[src/hdl/mlpf_pkg.sv]
// Shared types, constants and the tanh table entry function for the perceptron block.
package mlpf_pkg;

  localparam int unsigned INPUTS_DEF       = 11;
  localparam int unsigned HIDDEN_DEF       = 8;
  localparam int unsigned OUTPUTS_DEF      = 3;
  localparam int unsigned TANH_ENTRIES_DEF = 256;
  localparam int unsigned STORE_DEPTH      = 128;
  localparam int unsigned SLOT_W           = 7;
  localparam int unsigned VAL_W            = 16;
  localparam int unsigned SCORE_W          = 24;
  localparam int unsigned ACC_W            = 48;

  localparam logic KIND_WEIGHT  = 1'b0;
  localparam logic KIND_FEATURE = 1'b1;

  typedef enum logic [1:0] {OP_WEIGHT, OP_FEATURE, OP_INFER} op_t;

  // One queued command from the front end.
  typedef struct packed {
    op_t                op;
    logic [SLOT_W-1:0]  slot;
    logic [VAL_W-1:0]   value;
  } cmd_t;

  typedef enum logic [2:0] {
    ST_IDLE, ST_HBIAS, ST_HMAC, ST_HACT, ST_OBIAS, ST_OMAC, ST_OSAT, ST_SEND
  } state_t;

  // Table entry k approximates tanh(4k/entries) in Q11; built at elaboration.
  // step is 2^32 / entries.
  function automatic logic [VAL_W-1:0] tanh_entry(input longint unsigned step,
                                                  input int unsigned k);
    longint unsigned one;
    longint unsigned y;
    one = 64'd1 << 30;
    y = 0;
    for (int unsigned j = 0; j < k; j++) begin
      y = y + ((step * (one - ((y * y) >> 30))) >> 30);
      if (y > one) y = one;
    end
    return VAL_W'((y + (64'd1 << 18)) >> 19);
  endfunction

endpackage

[src/hdl/mlpf_front.sv]
// Front end: accept items, classify them and push commands into a queue.
module mlpf_front
  import mlpf_pkg::*;
(
  input  logic              clk,
  input  logic              rst,
  input  logic              valid,
  output logic              stall,
  input  logic              kind,
  input  logic [SLOT_W-1:0] slot,
  input  logic [VAL_W-1:0]  value,
  input  logic              last,
  output logic              cmd_valid,
  output cmd_t              cmd,
  input  logic              cmd_pop
);

  localparam int unsigned QD = 4;
  localparam int unsigned QA = 2;

  cmd_t          q [QD];
  logic [QA-1:0] wr_ptr;
  logic [QA-1:0] rd_ptr;
  logic [QA:0]   count;
  logic          push;
  logic          pop;
  logic          infer;
  logic [QA:0]   need;

  // Final feature needs two entries: store, then infer.
  assign infer = (kind == KIND_FEATURE) && last;
  assign need  = infer ? (QA+1)'(2) : (QA+1)'(1);
  assign stall = (count + need) > (QA+1)'(QD);
  assign push  = valid && !stall;
  assign pop   = cmd_pop && (count != '0);
  assign cmd_valid = (count != '0);
  assign cmd = q[rd_ptr];

  always_ff @(posedge clk) begin
    if (rst) begin
      wr_ptr <= '0;
      rd_ptr <= '0;
      count  <= '0;
    end else begin
      if (push) begin
        q[wr_ptr].op    <= (kind == KIND_WEIGHT) ? OP_WEIGHT : OP_FEATURE;
        q[wr_ptr].slot  <= slot;
        q[wr_ptr].value <= value;
        if (infer) begin
          q[wr_ptr + QA'(1)].op    <= OP_INFER;
          q[wr_ptr + QA'(1)].slot  <= slot;
          q[wr_ptr + QA'(1)].value <= value;
        end
        wr_ptr <= wr_ptr + (infer ? QA'(2) : QA'(1));
      end
      if (pop) rd_ptr <= rd_ptr + QA'(1);
      count <= count + (push ? need : '0) - (pop ? (QA+1)'(1) : '0);
    end
  end

endmodule

[src/hdl/mlpf_back.sv]
// Back end: weight and feature stores plus a serial multiply-accumulate engine.
module mlpf_back
  import mlpf_pkg::*;
#(
  parameter int unsigned INPUTS       = INPUTS_DEF,
  parameter int unsigned HIDDEN       = HIDDEN_DEF,
  parameter int unsigned OUTPUTS      = OUTPUTS_DEF,
  parameter int unsigned TANH_ENTRIES = TANH_ENTRIES_DEF
)(
  input  logic               clk,
  input  logic               rst,
  input  logic               cmd_valid,
  input  cmd_t               cmd,
  output logic               cmd_pop,
  output logic               out_valid,
  input  logic               out_stall,
  output logic [SCORE_W-1:0] score_left,
  output logic [SCORE_W-1:0] score_mid,
  output logic [SCORE_W-1:0] score_right,
  output logic [1:0]         best
);

  localparam int unsigned IW = (INPUTS > 1) ? $clog2(INPUTS) : 1;
  localparam int unsigned HW = (HIDDEN > 1) ? $clog2(HIDDEN) : 1;
  localparam int unsigned TW = $clog2(TANH_ENTRIES);
  localparam int unsigned BASE_BH = INPUTS * HIDDEN;
  localparam int unsigned BASE_HO = BASE_BH + HIDDEN;
  localparam int unsigned BASE_BO = BASE_HO + HIDDEN * OUTPUTS;
  localparam longint unsigned TANH_STEP = (64'd1 << 32) / TANH_ENTRIES;

  function automatic logic [TANH_ENTRIES-1:0][VAL_W-1:0] build_table();
    logic [TANH_ENTRIES-1:0][VAL_W-1:0] t;
    for (int unsigned k = 0; k < TANH_ENTRIES; k++) t[k] = tanh_entry(TANH_STEP, k);
    return t;
  endfunction

  localparam logic [TANH_ENTRIES-1:0][VAL_W-1:0] TANH_TABLE = build_table();

  logic [VAL_W-1:0] wmem [STORE_DEPTH];
  logic [VAL_W-1:0] rdata;
  logic [SLOT_W-1:0] raddr;
  logic             rd_en;
  logic [VAL_W-1:0] feat [INPUTS];
  logic [VAL_W-1:0] hid  [HIDDEN];

  state_t state, state_next;
  logic [IW-1:0] i_cnt, i_cnt_next;
  logic [HW-1:0] h_cnt, h_cnt_next;
  logic [1:0]    o_cnt, o_cnt_next;
  logic          mul_v;            // rdata valid for a product this cycle
  logic          mul_v_next;
  logic          bias_v, bias_v_next;
  logic signed [ACC_W-1:0] acc;
  logic signed [31:0]      prod;
  logic                    prod_v;
  logic signed [VAL_W-1:0] mul_a;
  logic signed [ACC_W-1:0] fl;
  logic signed [SCORE_W-1:0] sat;
  logic signed [SCORE_W-1:0] scores [3];
  logic [1:0]    bidx;
  logic signed [VAL_W-1:0] th;
  logic [ACC_W-1:0] mag;
  logic [TW-1:0]  tidx;
  logic [VAL_W-1:0] tval;
  logic signed [SCORE_W-1:0] cand;

  assign fl = acc >>> 11;

  // tanh lookup on floor(acc)
  always_comb begin
    mag  = fl[ACC_W-1] ? ACC_W'(-fl) : ACC_W'(fl);
    tidx = TW'((mag * ACC_W'(TANH_ENTRIES)) >> 13);
    tval = (mag >= ACC_W'(8192)) ? VAL_W'(2047) : TANH_TABLE[tidx];
    th   = fl[ACC_W-1] ? -$signed(tval) : $signed(tval);
  end

  always_comb begin
    if (fl > ACC_W'(signed'(SCORE_W'(8388607))) ) sat = 24'sh7fffff;
    else if (fl < -ACC_W'(48'sd8388608)) sat = 24'sh800000;
    else sat = SCORE_W'(fl);
  end

  // current leader among the scores already latched
  assign cand = (bidx == 2'd0) ? scores[0] : (bidx == 2'd1) ? scores[1] : scores[2];

  always_comb begin
    state_next = state;
    i_cnt_next = i_cnt;
    h_cnt_next = h_cnt;
    o_cnt_next = o_cnt;
    mul_v_next = 1'b0;
    bias_v_next = 1'b0;
    cmd_pop = 1'b0;
    rd_en = 1'b0;
    raddr = '0;
    unique case (state)
      ST_IDLE: begin
        if (cmd_valid) begin
          cmd_pop = 1'b1;
          if (cmd.op == OP_INFER) begin
            h_cnt_next = '0;
            state_next = ST_HBIAS;
          end
        end
      end
      ST_HBIAS: begin
        rd_en = 1'b1;
        raddr = SLOT_W'(BASE_BH + h_cnt);
        bias_v_next = 1'b1;
        i_cnt_next = '0;
        state_next = ST_HMAC;
      end
      ST_HMAC: begin
        rd_en = 1'b1;
        raddr = SLOT_W'(i_cnt * HIDDEN + h_cnt);
        mul_v_next = 1'b1;
        if (i_cnt == IW'(INPUTS - 1)) state_next = ST_HACT;
        else i_cnt_next = i_cnt + IW'(1);
      end
      ST_HACT: begin
        // wait for the pipeline to drain, then latch activation
        if (!mul_v && !prod_v) begin
          if (h_cnt == HW'(HIDDEN - 1)) begin
            o_cnt_next = '0;
            state_next = ST_OBIAS;
          end else begin
            h_cnt_next = h_cnt + HW'(1);
            state_next = ST_HBIAS;
          end
        end
      end
      ST_OBIAS: begin
        rd_en = 1'b1;
        raddr = SLOT_W'(BASE_BO + o_cnt);
        bias_v_next = 1'b1;
        h_cnt_next = '0;
        state_next = ST_OMAC;
      end
      ST_OMAC: begin
        rd_en = 1'b1;
        raddr = SLOT_W'(BASE_HO + h_cnt * OUTPUTS + o_cnt);
        mul_v_next = 1'b1;
        if (h_cnt == HW'(HIDDEN - 1)) state_next = ST_OSAT;
        else h_cnt_next = h_cnt + HW'(1);
      end
      ST_OSAT: begin
        if (!mul_v && !prod_v) begin
          if (o_cnt == 2'(OUTPUTS - 1)) state_next = ST_SEND;
          else begin
            o_cnt_next = o_cnt + 2'd1;
            state_next = ST_OBIAS;
          end
        end
      end
      ST_SEND: begin
        if (!out_stall) state_next = ST_IDLE;
      end
      default: state_next = ST_IDLE;
    endcase
  end

  // operand for multiplier: feature for hidden layer, activation for output layer
  logic [IW-1:0] i_d;
  logic [HW-1:0] h_d;
  logic          out_layer_d;
  assign mul_a = out_layer_d ? $signed(hid[h_d]) : $signed(feat[i_d]);

  always_ff @(posedge clk) begin
    if (rst) begin
      state  <= ST_IDLE;
      i_cnt  <= '0;
      h_cnt  <= '0;
      o_cnt  <= '0;
      mul_v  <= 1'b0;
      bias_v <= 1'b0;
      prod_v <= 1'b0;
      bidx   <= '0;
    end else begin
      state  <= state_next;
      i_cnt  <= i_cnt_next;
      h_cnt  <= h_cnt_next;
      o_cnt  <= o_cnt_next;
      mul_v  <= mul_v_next;
      bias_v <= bias_v_next;
      prod_v <= mul_v;
      if (state == ST_OSAT && !mul_v && !prod_v) begin
        if (o_cnt == 2'd0) bidx <= 2'd0;
        else if (sat > cand) bidx <= o_cnt;
      end
    end
  end

  always_ff @(posedge clk) begin
    if (cmd_pop && cmd.op == OP_WEIGHT) wmem[cmd.slot] <= cmd.value;
    if (rd_en) rdata <= wmem[raddr];
    if (cmd_pop && cmd.op == OP_FEATURE && cmd.slot < SLOT_W'(INPUTS))
      feat[IW'(cmd.slot)] <= cmd.value;
    i_d <= i_cnt;
    h_d <= h_cnt;
    out_layer_d <= (state == ST_OMAC);
    if (mul_v) prod <= mul_a * $signed(rdata);
    if (bias_v) acc <= ACC_W'($signed(rdata)) <<< 11;
    else if (prod_v) acc <= acc + ACC_W'(prod);
    if (state == ST_HACT && !mul_v && !prod_v) hid[h_cnt] <= th;
    if (state == ST_OSAT && !mul_v && !prod_v) begin
      if (o_cnt == 2'd0) scores[0] <= sat;
      if (o_cnt == 2'd1) scores[1] <= sat;
      if (o_cnt == 2'd2) scores[2] <= sat;
    end
    if (state == ST_IDLE && cmd_pop && cmd.op == OP_INFER) begin
      scores[0] <= '0;
      scores[1] <= '0;
      scores[2] <= '0;
    end
  end

  assign out_valid   = (state == ST_SEND);
  assign score_left  = scores[0];
  assign score_mid   = scores[1];
  assign score_right = scores[2];
  assign best        = bidx;

endmodule

[src/hdl/mlp_forward_tanh_top.sv]
// Two-layer tanh perceptron: weight/feature input channel and score result channel.
//
// Input channel (valid/stall): kind 0 writes value to weight word slot;
// kind 1 stores value as feature slot, and with last set starts inference.
// Output channel (valid/stall): three saturated Q11 scores and argmax best.
// A front end classifies items into a four-entry command queue; the back end
// runs one serial multiply-accumulate per cycle from the single-port weight
// store, so weight and plain feature items drain from the queue while it is idle.
// After the final feature's transfer, the hidden and then the output layer run
// in turn on the one shared multiplier (bias, products, then activation or
// saturation per neuron); the back end returns to idle once the result is taken.
// Input keeps flowing into the queue during inference until it fills.
// Reset clears the queue and sequencer; stores hold garbage until written.
// While the receiver stalls, the result holds steady and the back end waits.
module mlp_forward_tanh_top
  import mlpf_pkg::*;
#(
  parameter int unsigned INPUTS       = INPUTS_DEF,
  parameter int unsigned HIDDEN       = HIDDEN_DEF,
  parameter int unsigned OUTPUTS      = OUTPUTS_DEF,
  parameter int unsigned TANH_ENTRIES = TANH_ENTRIES_DEF
)(
  input  logic               clk,
  input  logic               rst,
  input  logic               in_valid,
  output logic               in_stall,
  input  logic               kind,
  input  logic [SLOT_W-1:0]  slot,
  input  logic [VAL_W-1:0]   value,
  input  logic               last,
  output logic               out_valid,
  input  logic               out_stall,
  output logic [SCORE_W-1:0] score_left,
  output logic [SCORE_W-1:0] score_mid,
  output logic [SCORE_W-1:0] score_right,
  output logic [1:0]         best
);

  logic cmd_valid;
  logic cmd_pop;
  cmd_t cmd;

  mlpf_front u_front (
    .clk, .rst, .valid(in_valid), .stall(in_stall), .kind, .slot, .value, .last,
    .cmd_valid, .cmd, .cmd_pop
  );

  mlpf_back #(
    .INPUTS(INPUTS), .HIDDEN(HIDDEN), .OUTPUTS(OUTPUTS), .TANH_ENTRIES(TANH_ENTRIES)
  ) u_back (
    .clk, .rst, .cmd_valid, .cmd, .cmd_pop, .out_valid, .out_stall,
    .score_left, .score_mid, .score_right, .best
  );

endmodule

[config.mk]
export PLATFORM = sky130hd
export DESIGN_NAME = mlp_forward_tanh_top
export DESIGN_NICKNAME = d
export VERILOG_FILES = /design/src/hdl/mlpf_pkg.sv /design/src/hdl/mlpf_front.sv /design/src/hdl/mlpf_back.sv /design/src/hdl/mlp_forward_tanh_top.sv
export SDC_FILE = /design/constraint.sdc
export NUM_CORES = 2
export LEC_CHECK = 0
export BUFFER_PORTS_ARGS = -buffer_cell sky130_fd_sc_hd__buf_4
export CELL_PAD_IN_SITES_DETAIL_PLACEMENT = 1
export CELL_PAD_IN_SITES_GLOBAL_PLACEMENT = 2
export CORE_UTILIZATION = 49
export DETAILED_ROUTE_END_ITERATION = 8
export PLACE_DENSITY_LB_ADDON = 0.05
export SLEW_MARGIN = 20
export SYNTH_ARGS = -nofsm -noshare
export SYNTH_HDL_FRONTEND = slang
export SYNTH_SLANG_ARGS = --single-unit
[constraint.sdc]
create_clock -name clk -period 12.8 [get_ports clk]
set_clock_uncertainty 0.05 [all_clocks]
set_input_delay 0.64 -clock clk [delete_from_list [all_inputs] [get_ports clk]]
set_output_delay 0.64 -clock clk [all_outputs]
set_load 0.05 [all_outputs]
# Yosys cells after proc, flatten, opt, wreduce, memory -nomap -nowiden
# Memories as Yosys holds them, arrays and structs flattened. A register that Yosys moved wholly into a read port is not among the register bits.
# Cells that the tools add are included.
dict set report classes {
  multipliers 2
  n_eq_ne 24
  n_addsub 17
  magnitude_cmp 7
  n_mux 75
  n_reduce_logical 34
  bitwise_logic 3
}
# op n
set ops {}
lappend ops {{$mux 24} 7}
lappend ops {{$mux 48} 3}
lappend ops {{$mux 16} 4}
lappend ops {{$add 48x32->48} 1}
lappend ops {{$ge 48x14->1 const B} 1}
lappend ops {{$neg 37->48} 1}
lappend ops {{$mux 3} 13}
lappend ops {{$gt 37x24->1 const B} 1}
lappend ops {{$lt 37x24->1 const B} 1}
lappend ops {{$mul 16x16->32} 1}
lappend ops {{$mux 1} 31}
lappend ops {{$pmux 7 s4} 1}
lappend ops {{$gt 24x24->1} 1}
lappend ops {{$pmux 3 s8} 1}
lappend ops {{$mux 2} 11}
lappend ops {{$neg 16->16} 1}
lappend ops {{$eq 3x3->1 const B} 5}
lappend ops {{$logic_and 1x1->1} 13}
lappend ops {{$pmux 3 s4} 1}
lappend ops {{$ne 2x1->1 const B} 5}
lappend ops {{$ne 2x2->1 const B} 5}
lappend ops {{$lt 8x9->1 const B} 1}
lappend ops {{$pmux 4 s2} 1}
lappend ops {{$reduce_bool 2->1} 4}
lappend ops {{other kinds (33)} 48}
dict set report word_totals {
  romBits 4096
  input_bits 29
  out_inout_bits 76
  ff_bits 105
  mem_count 6
  wordCells 183
  ramBits 2524
}
# name words word_bits rd rd_ports_with_merged_regs write_ports line_no
set memory_table {}
lappend memory_table {{(no name shown)} 256 16 1 0 0 mlpf_back.sv:73} ;# tval = (mag >= ACC_W'(8192)) ? VAL_W'(2047) : TANH_TABLE[tidx];
lappend memory_table {u_back.wmem 128 16 1 1 1 mlpf_back.sv:39} ;# logic [VAL_W-1:0] wmem [STORE_DEPTH];
lappend memory_table {u_back.feat 11 16 1 1 1 mlpf_back.sv:43} ;# logic [VAL_W-1:0] feat [INPUTS];
lappend memory_table {u_back.hid 8 16 1 1 1 mlpf_back.sv:44} ;# logic [VAL_W-1:0] hid [HIDDEN];
lappend memory_table {u_front.q 4 25 1 1 2 mlpf_front.sv:21} ;# cmd_t q [QD];
lappend memory_table {u_back.scores 3 24 3 0 3 mlpf_back.sv:59} ;# logic signed [SCORE_W-1:0] scores [3];

# Longest topological paths before layout
dict set report logic_depth {
  depth_word 9
  ltp_mapped 32
  mapped_depth_nobuf 29
}

# Modules after synthesis
# From an unflattened synthesis, not the netlist that was laid out.
dict set report unflattened {
  cells_unflattened 9490
  area_unflattened_um2 123800.0
}
# mod area_each_um2 n_inst cells_each seq_area_each_um2
set by_module_without_submodules {}
lappend by_module_without_submodules {mlpf_back 118881.5 1 9160 76063.0}
lappend by_module_without_submodules {mlpf_front 4918.5 1 330 3103.0}

# Worst setup path after synthesis
# OpenSTA, ideal clock, no wires.
dict set report synth_timing {
  kind {register to register}
  start {register with a tool-made name}
  end {register u_back.prod[30], data pin}
  t_required_ns 12.485
  path_stages_with_launch 31
  arrival_time_ns 8.160
  setup_ns 0.265
  period_less_slack_ns 8.475
  n_path_buf 4
  slack_ns 4.325
  path_cell_list {dfxtp_1 buf_1 clkbuf_1 buf_1 mux2i_1 o21ai_0 a211oi_1 a21oi_1 clkbuf_1 and2_1 fa_1 inv_1 fa_1 fa_1 fa_1 inv_1 fa_1 inv_1 fa_1 inv_1 ha_1 and4_1 nand2_1 a21oi_1 a221o_1 a221o_1 a41oi_1 a211o_1 o311a_1 a22oi_1 xor2_1}
}
# element line_no
set synth_rtl {}
lappend synth_rtl {{end signal, assigned} mlpf_back.sv:201} ;# if (mul_v) prod <= mul_a * $signed(rdata);
lappend synth_rtl {{end, declared} mlpf_back.sv:54} ;# logic signed [31:0] prod;

==> metrics <==
status complete, no violations; final worst slack between 3 and 4 ns; Via-to-Cell Ratio ~6.2; CTS Buf Count 300; CP dominant cell by count fa_1; most frequent cells in the layout edfxtp_1, nand2_1, nand3_1, and2_1, a311oi_1; Final setup viols 0; Placer Congestion 0.882; Slew @ Worst Pin ~1.2 ns; Post-Layout Inst Area ~140000 um2; die area roughly 250000 um2; CTS H-tree depth 5; Routed Antenna Nets 0; clk buf depth 4; Setup TNS 0 ns; Die W roughly 500 um; first-pass GRT wire length about 570000 um; fin crit period approximately 8.8 ns; top-area cell type share of the netlist area 63.3%; final hold vios 0; Buf/Inv on CP 4; DRC violations left 0; vias in the first global route approximately 87000; slowest cell on the critical path dfxtp_4; slew margin rel. about 16%; Post-CTS Setup Bufs 0; Unique masters post-synth 100; fmax approximately 0.11 GHz; Vias between 80000 and 90000; CP peak stage delay between 0.9 and 1 ns; RSZ-0062 raised after global routing false; data required time of the critical path between 10 and 15 ns; total core area between 200000 and 250000 um2; grt ovf 0; DR iter-0 viols around 7800; Seq/Total Area, Yosys approximately 64%; Syn Nets 10248; nets approximately 10000; dpl hpwl roughly 240000 um; share of the clock period used by the worst path between 60% and 70%; post-synth top area cell edfxtp_1; element type at the critical path start flip-flop; Boundary Pins ~110; clock slew at reported path FFs about 0.06 ns; largest net degree at the start of global routing ~160; initial antenna violation count 17; crit end category flip-flop; Initial DRT Pass Iterations 5; commonest register cell after synthesis edfxtp_1; synthesized area roughly 120000 um2; Max Cap Violations 0; Place WS 3.92 ns; commonest non-fill, non-tap cell in the layout edfxtp_1; warnings from Yosys 0; Initial Utilization 49.4%; layout cell share with drive strength beyond 1 about a tenth; CTS tree done; Total GRT Usage between 20% and 30%; CP Max Fanout 48; worst min path class input port to flip-flop; CTS Sinks 2654; Post-synth EDFFs around 2600; Slew Viols, Final 0; clk_lat worst skew about 0.96 ns; Synth area leaders edfxtp_1, nand2_1, fa_1; critical path arrival ~9.4 ns; Port Buffers about 100; Die H 504 um; drt total wl about 390000 um; crit path kind flip-flop to flip-flop; Clock Root Buffer clkbuf_16; async set-or-reset flop fraction in the synthesized netlist 0%; Mapped Avg Cell Area approximately 13 um2; WL/cell 28.7 um; Area after DPL 129000 um2; P&R area growth vs syn 12.1%; number of cell rows between 150 and 200; delay-heaviest family, CP adder cells; Yosys reg bits ~2700; Post-Synthesis Cells 9765
cells in the mapped netlist, types with 95 or more instances:
cell type	instances
and2_1	453
edfxtp_1	2601
a311oi_1	443
inv_1	373
mux2i_1	104
o21ai_0	158
nor2_1	404
nand2_1	1925
a211oi_1	264
a21oi_1	264
clkbuf_1	569
nand3_1	568
nor3_1	95
fa_1	267
ha_1	187
routing by layer:
layer  wire (um)  vias up  global-route usage [%]
met5          13        -                       0
met1      164000    43516                    41.3
met4       12600        2                    9.76
li1            -    36238                       -
met2      186000     2724                    49.9
met3       21800      632                    3.23
cells by family after synthesis:
kind of cell	after synthesis	share of synthesized area [%]
and+or+nand+nor	3695	13.4
DFF	2654	64.2
AOI/OAI and AO/OA	1620	9.71
buffers and inverters	1038	3.20
adders and majority gates	455	6.24
muxes	200	2.53
xor gates and xnor gates	103	0.737
area by class of cell:
type	instances	area (um2)
Antenna cell	5	12.5
Clock buffer	371	7920
Clock inverter	143	1220
Fill cell	24490	111000
Inverter	377	1420
Multi-Input combinational cell	6073	40600
Sequential cell	2654	79200
Tap cell	3330	4170
Timing Repair Buffer	446	3730
through the flow:
stage          cells  utilization [%]  hold slack (ns)
2_1_floorplan   9765                -            0.325
3_3_place_gp   12850             51.6            0.373
3_5_place_dp   12850             51.6            0.370
4_1_cts        13388             55.3          0.00470
5_1_grt        13395             55.4           0.0669
6_report       13399             55.4           0.0583
worst paths after layout:
kind,startpoint,to,slack [ns],depth (start not counted)
max reg2reg,flip-flop,u_back.prod[31],3.97,26
max,flip-flop,u_back.prod[31],3.97,26
min reg2reg,u_back.i_cnt[3],flip-flop,0.40,0
min,rst,u_front.rd_ptr[0],0.06,2
repair_timing:
action,in CTS,in global routing
endpoints found under the hold margin,94,0
gates resized for setup,0,0
hold buffers,24,0
flip-flops by register name (all words and copies together), names as in the netlist, 3 cells and up, named ones only:
signal / count
u_back.h_cnt: 3
u_back.wmem: 2048
u_front.q: 100
u_back.scores: 72
u_front.count: 3
u_back.prod: 32
u_back.hid: 128
u_back.feat: 176
u_back.state: 3
u_back.rdata: 16
u_back.i_cnt: 4
u_back.acc: 48
Power is left out: the tool's default activity adds up to more than one toggle a clock period on the data nets, which glitch-free logic cannot reach.
